`src/rtl/core/kaa_pkg.sv`:
```
// Shared types, constants and helpers for the k-means assign/accumulate block.
// No dependencies; used by kaa_ctrl, kaa_dp and the top level.
package kaa_pkg;

  localparam int MaxCentroids = 16;
  localparam int MaxDims      = 16;

  localparam int KW     = $clog2(MaxCentroids);
  localparam int DW     = (MaxDims > 1) ? $clog2(MaxDims) : 1;
  localparam int Depth  = MaxCentroids * MaxDims;
  localparam int AW     = (Depth > 1) ? $clog2(Depth) : 1;
  localparam int CntKW  = $clog2(MaxCentroids + 1);
  localparam int CntDW  = $clog2(MaxDims + 1);
  localparam int ProdW  = 34;
  localparam int ScoreW = ProdW + DW + 1;

  localparam int DrainCycles = 4;
  localparam int DivSteps    = 32;
  localparam int StepW       = $clog2(DivSteps + 1);

  localparam int CfgIdxW = 3;

  typedef enum logic [1:0] {
    MODE_LOAD  = 2'd0,
    MODE_POINT = 2'd1,
    MODE_READ  = 2'd2,
    MODE_CLEAR = 2'd3
  } mode_e;

  typedef enum logic [CfgIdxW-1:0] {
    CFG_NK     = 3'd0,
    CFG_ND     = 3'd1,
    CFG_GATE   = 3'd2,
    CFG_LIMIT  = 3'd3,
    CFG_OFFSET = 3'd4
  } cfg_e;

  typedef enum logic {
    KIND_ASSIGN   = 1'b0,
    KIND_CENTROID = 1'b1
  } kind_e;

  typedef enum logic [3:0] {
    ST_IDLE,
    ST_SCORE,
    ST_SDRAIN,
    ST_GATE,
    ST_GDRAIN,
    ST_DECIDE,
    ST_ACCUM,
    ST_ACCUM_END,
    ST_DIV_RD,
    ST_DIV_LD,
    ST_DIV_RUN,
    ST_EMIT
  } state_e;

  typedef struct packed {
    logic          accept;
    logic          score_en;
    logic          score_first;
    logic          score_last;
    logic          gate_en;
    logic          decide;
    logic          accum_en;
    logic          accum_end;
    logic          div_rd;
    logic          div_ld;
    logic          div_step;
    logic          emit;
    logic [KW-1:0] k;
    logic [DW-1:0] d;
  } cmd_t;

  typedef struct packed {
    logic [CntKW-1:0] nk;
    logic [CntDW-1:0] nd;
    logic             gate_needed;
    logic             oor_now;
    logic             out_free;
  } sts_t;

  function automatic logic [AW-1:0] tab_addr(logic [KW-1:0] k, logic [DW-1:0] d);
    tab_addr = AW'(k) * AW'(MaxDims) + AW'(d);
  endfunction

endpackage

```
`src/rtl/core/kaa_ctrl.sv`:
```
// Sequencer for the k-means block: walks score, gate, accumulate and divide phases.
// Depends on kaa_pkg; drives kaa_dp through cmd_t, watches sts_t.
module kaa_ctrl (
  input  logic              clk_i,
  input  logic              rst_ni,
  input  logic              in_valid_i,
  input  logic [1:0]        in_mode_i,
  input  logic              in_last_i,
  output logic              in_ready_o,
  input  kaa_pkg::sts_t     sts_i,
  output kaa_pkg::cmd_t     cmd_o
);

  kaa_pkg::state_e            state_q, state_d;
  logic [kaa_pkg::KW-1:0]     k_q, k_d;
  logic [kaa_pkg::DW-1:0]     d_q, d_d;
  logic [kaa_pkg::StepW-1:0]  cnt_q, cnt_d;
  logic                       k_end, d_end;

  assign k_end = (k_q == kaa_pkg::KW'(sts_i.nk - 1'b1));
  assign d_end = (d_q == kaa_pkg::DW'(sts_i.nd - 1'b1));

  always_ff @(posedge clk_i or negedge rst_ni) begin
    if (!rst_ni) begin
      state_q <= kaa_pkg::ST_IDLE;
      k_q     <= '0;
      d_q     <= '0;
      cnt_q   <= '0;
    end else begin
      state_q <= state_d;
      k_q     <= k_d;
      d_q     <= d_d;
      cnt_q   <= cnt_d;
    end
  end

  always_comb begin
    state_d    = state_q;
    k_d        = k_q;
    d_d        = d_q;
    cnt_d      = cnt_q;
    in_ready_o = 1'b0;
    cmd_o      = '0;
    cmd_o.k    = k_q;
    cmd_o.d    = d_q;
    unique case (state_q)
      kaa_pkg::ST_IDLE: begin
        in_ready_o = 1'b1;
        k_d        = '0;
        d_d        = '0;
        cnt_d      = '0;
        if (in_valid_i) begin
          cmd_o.accept = 1'b1;
          unique case (kaa_pkg::mode_e'(in_mode_i))
            kaa_pkg::MODE_POINT: if (in_last_i) state_d = kaa_pkg::ST_SCORE;
            kaa_pkg::MODE_READ:  state_d = kaa_pkg::ST_DIV_RD;
            default:             state_d = kaa_pkg::ST_IDLE;
          endcase
        end
      end
      kaa_pkg::ST_SCORE: begin
        cmd_o.score_en    = 1'b1;
        cmd_o.score_first = (d_q == '0);
        cmd_o.score_last  = d_end;
        if (d_end) begin
          d_d = '0;
          if (k_end) state_d = kaa_pkg::ST_SDRAIN;
          else k_d = k_q + 1'b1;
        end else begin
          d_d = d_q + 1'b1;
        end
      end
      kaa_pkg::ST_SDRAIN, kaa_pkg::ST_GDRAIN: begin
        cnt_d = cnt_q + 1'b1;
        if (cnt_q == kaa_pkg::StepW'(kaa_pkg::DrainCycles - 1)) begin
          cnt_d = '0;
          if (state_q == kaa_pkg::ST_SDRAIN && sts_i.gate_needed) state_d = kaa_pkg::ST_GATE;
          else state_d = kaa_pkg::ST_DECIDE;
        end
      end
      kaa_pkg::ST_GATE: begin
        cmd_o.gate_en = 1'b1;
        d_d = d_q + 1'b1;
        if (d_end) begin
          d_d     = '0;
          state_d = kaa_pkg::ST_GDRAIN;
        end
      end
      kaa_pkg::ST_DECIDE: begin
        cmd_o.decide = 1'b1;
        d_d          = '0;
        state_d      = sts_i.oor_now ? kaa_pkg::ST_EMIT : kaa_pkg::ST_ACCUM;
      end
      kaa_pkg::ST_ACCUM: begin
        cmd_o.accum_en = 1'b1;
        d_d = d_q + 1'b1;
        if (d_end) begin
          d_d     = '0;
          state_d = kaa_pkg::ST_ACCUM_END;
        end
      end
      kaa_pkg::ST_ACCUM_END: begin
        cmd_o.accum_end = 1'b1;
        state_d         = kaa_pkg::ST_EMIT;
      end
      kaa_pkg::ST_DIV_RD: begin
        cmd_o.div_rd = 1'b1;
        state_d      = kaa_pkg::ST_DIV_LD;
      end
      kaa_pkg::ST_DIV_LD: begin
        cmd_o.div_ld = 1'b1;
        cnt_d        = '0;
        state_d      = kaa_pkg::ST_DIV_RUN;
      end
      kaa_pkg::ST_DIV_RUN: begin
        cmd_o.div_step = 1'b1;
        cnt_d = cnt_q + 1'b1;
        if (cnt_q == kaa_pkg::StepW'(kaa_pkg::DivSteps - 1)) begin
          cnt_d   = '0;
          state_d = kaa_pkg::ST_EMIT;
        end
      end
      kaa_pkg::ST_EMIT: begin
        if (sts_i.out_free) begin
          cmd_o.emit = 1'b1;
          state_d    = kaa_pkg::ST_IDLE;
        end
      end
      default: state_d = kaa_pkg::ST_IDLE;
    endcase
  end

endmodule

```
`config.mk`:
```
export PLATFORM = sky130hd
export DESIGN_NAME = kaa_ctrl
export DESIGN_NICKNAME = d
export VERILOG_FILES = /design/src/rtl/core/kaa_pkg.sv /design/src/rtl/core/kaa_ctrl.sv
export SDC_FILE = /design/constraint.sdc
export NUM_CORES = 1
export LEC_CHECK = 0
export BUFFER_PORTS_ARGS = -buffer_cell sky130_fd_sc_hd__buf_4
export CAP_MARGIN = 20
export CORE_UTILIZATION = 47
export CTS_CLUSTER_DIAMETER = 200
export CTS_CLUSTER_SIZE = 40
export DETAILED_ROUTE_END_ITERATION = 16
export GPL_ROUTABILITY_DRIVEN = 0
export PLACE_DENSITY = 0.83
export SLEW_MARGIN = 0
export SYNTH_ARGS = -nofsm -noshare
export SYNTH_HDL_FRONTEND = slang
export SYNTH_SLANG_ARGS = --single-unit
```
`constraint.sdc`:
```
create_clock -name clk_i -period 1.88 [get_ports clk_i]
set_input_delay 0.282 -clock clk_i [delete_from_list [all_inputs] [get_ports clk_i]]
set_output_delay 0.282 -clock clk_i [all_outputs]
set_load 0.1 [all_outputs]
```
==> results.txt <==
Synth Instances - 170
CP Class - flip-flop to output pin
site row count - 20
fin area - 2552 um2
commonest cells in the netlist - 18 x dfrtp_1, 15 x nand2_1, 12 x inv_1
Worst Hold Class - input port to asynchronous set/reset pin
Clock Latency Late Sink - 0.29 ns
FF+latch count, synth - 18
Starting DRT DRC Count - 50
pwr dens - 1998 nW/um2
period utilization - 1.138
count of pins over their slew limit - 0
proportion of layout cells with a drive suffix above 1 - 0.5473
drt pass-1 iters - 4
num ports - 40
worst vdd ir - 1.266 mV
failing checks - negative setup slack
initial antenna violation count - 0
initial cell density of the core - 0.4938
critical path required time - 1.60 ns
Seq/Total Area, Yosys - 0.3013
grt total ovfl - 0
placed cell area - 2126 um2
ranking of synthesized cells by area - dfrtp_1 30%, xnor2_1 5.3%, ha_1 5.0%
outcome - finished with violations
unrepaired setup endpoints after global routing - yes
Total Wirelength - 4783 um
Setup TNS Final - -1.263 ns
PortBufs - 37
diode count - 0
cell with the most instances after synthesis - dfrtp_1
final setup violation count - 11
DRC Markers - 0
CP Launch Type - flip-flop
Layout Area Growth over Synthesis - 70.71%
clk root buf - clkbuf_4
first-pass GRT wire length - 6596 um
Post-synth EDFFs - 0
TritonCTS clock tree - done
crit path time final - 2.139 ns
H-Tree Depth - 1
total die area - 3411 um2
ys flop type - dfrtp_1
CORE AREA - 3028 um2
die height - 58.40 um
number of global-route vias before repair - 1476
Leak - 1.141 nW
Reg clk slew, reported paths - 0.10 ns
largest area contributor in the netlist - dfrtp_1
Finished Core Util - 0.8430
Mean Syn Cell Area - 8.795 um2
final hold viol count - 0
Clock Sinks - 18
count of different cell masters after synthesis - 48
Slew headroom - 0.6958
post-synthesis net count - 195
via count - 1630
Die Span X - 58.40 um
post-route clock skew - 0.006420 ns
share of flip-flops with an asynchronous set or reset - 1.000
Worst EP arrival - 1.86 ns
Least-Margin Pin Slew - 0.4529 ns
max_cap viols - 0
CTS Buf Count - 3
final hold slack - 0.3879 ns
Final WS setup - -0.2594 ns
pin count of the biggest net entering global routing - 19
Synth top area share - 0.3013
fmax - 467.4 MHz
nets@finish - 270
gr usage total - 0.2530
CTS max path bufs - 2
dpl hpwl - 2985 um
YS warnings - 0
Wirelength per Cell - 16.67 um
ANT nets after route - 0
vias per cell - 5.679
CP max FO - 4
Crit. End Element - output pin
Syn Std Cell Area - 1495 um2
cell usage in the layout (no fill, tap or decap), types with 3 or more instances in the layout:
master,netlist,layout
a211oi_2,0,3
a21o_1,4,4
a21oi_1,9,7
buf_12,0,9
buf_4,0,52
buf_6,0,14
clkbuf_4,0,3
dfrtp_1,18,8
dfrtp_2,0,6
dfrtp_4,0,4
ha_1,6,6
inv_1,12,10
mux2i_1,5,5
nand2_1,15,14
nand2b_1,8,5
nand2b_4,0,3
nand3_1,5,5
nor2_1,7,4
nor2_4,0,3
nor3_1,9,5
nor3_4,0,4
nor3b_1,3,3
o21ai_0,8,8
xnor2_1,9,5
xnor2_2,1,5
xor2_1,3,3
report_power, final:
group,leakage [nW],internal [mW],switching [mW],total [mW]
clock network,0.0138,0.0745,0.113,0.188
registers,0.212,0.578,0.214,0.792
logic,0.915,1.72,2.40,4.12
final cells by class:
type,instances,area [um2]
multi-input cells,132,1192
repair buffers,77,753.2
fillers,168,475.5
flip-flops and latches,18,473.0
inverters,13,56.30
well taps,44,55.05
clock buffers,3,22.52
cell families (layout without fill, tap and decap cells):
logic type	after synthesis	after routing	synth area share
AOI/OAI and AO/OA	41	41	0.1983
xor gates and xnor gates	14	14	0.09624
DFF	18	18	0.3013
adders and majority gates	6	6	0.05021
buffers and inverters	20	93	0.05271
and+or+nand+nor	63	63	0.2402
muxes	8	8	0.06109
worst max-delay path, stage by stage (launching register included):
cell and delay (ns):
dfrtp_1 0.44, nand2b_4 0.17, or3_4 0.35, buf_6 0.13
nor4b_4 0.22, buf_6 0.26
registers in the layout, summed over array words and instances, names as in the netlist:
register and flops:
cnt_q 6, d_q 4, k_q 4, state_q 4
path summary, 6_finish.rpt:
check	start	end	slack (ns)	cells past startpoint
max	state_q[1]$_DFFE_PN0P_	cmd_o[17]	-0.26	5
min	rst_ni	k_q[3]$_DFFE_PN0P_	0.39	2
max reg2reg	state_q[1]$_DFFE_PN0P_	state_q[1]$_DFFE_PN0P_	-0.06	8
min reg2reg	cnt_q[1]$_DFFE_PN0P_	cnt_q[1]$_DFFE_PN0P_	0.55	2
max in group asynchronous	rst_ni	d_q[3]$_DFFE_PN0P_	1.25	2
min in group clk_i	in_mode_i[1]	state_q[0]$_DFFE_PN0P_	0.43	5
repair_timing:
action,in CTS,in global routing
setup buffers,7,10
hold buffers,1,0
endpoints found under the setup margin,13,22
resized for setup,33,34
endpoints found under the hold margin,18,0
pin swaps,7,10
stage by stage:
stage                     instances  setup WS (ns)  power [mW]
after floorplan                 170        -0.4783       3.294
after global placement          269        -0.1400       3.973
after detailed placement        269        -0.2057       4.097
after CTS                       280        -0.2326       4.585
after global routing            287        -0.3355       5.353
final                           287        -0.2594       5.100
routing by layer:
metal  track usage  vias up  share of wire
met5             0        -              0
met4       0.07823        0          0.019
met3       0.02857        9          0.048
met2        0.4631       72           0.55
met1        0.3114      793           0.39
li1              -      756              -
No activity file was read; power rests on OpenSTA's default activity.
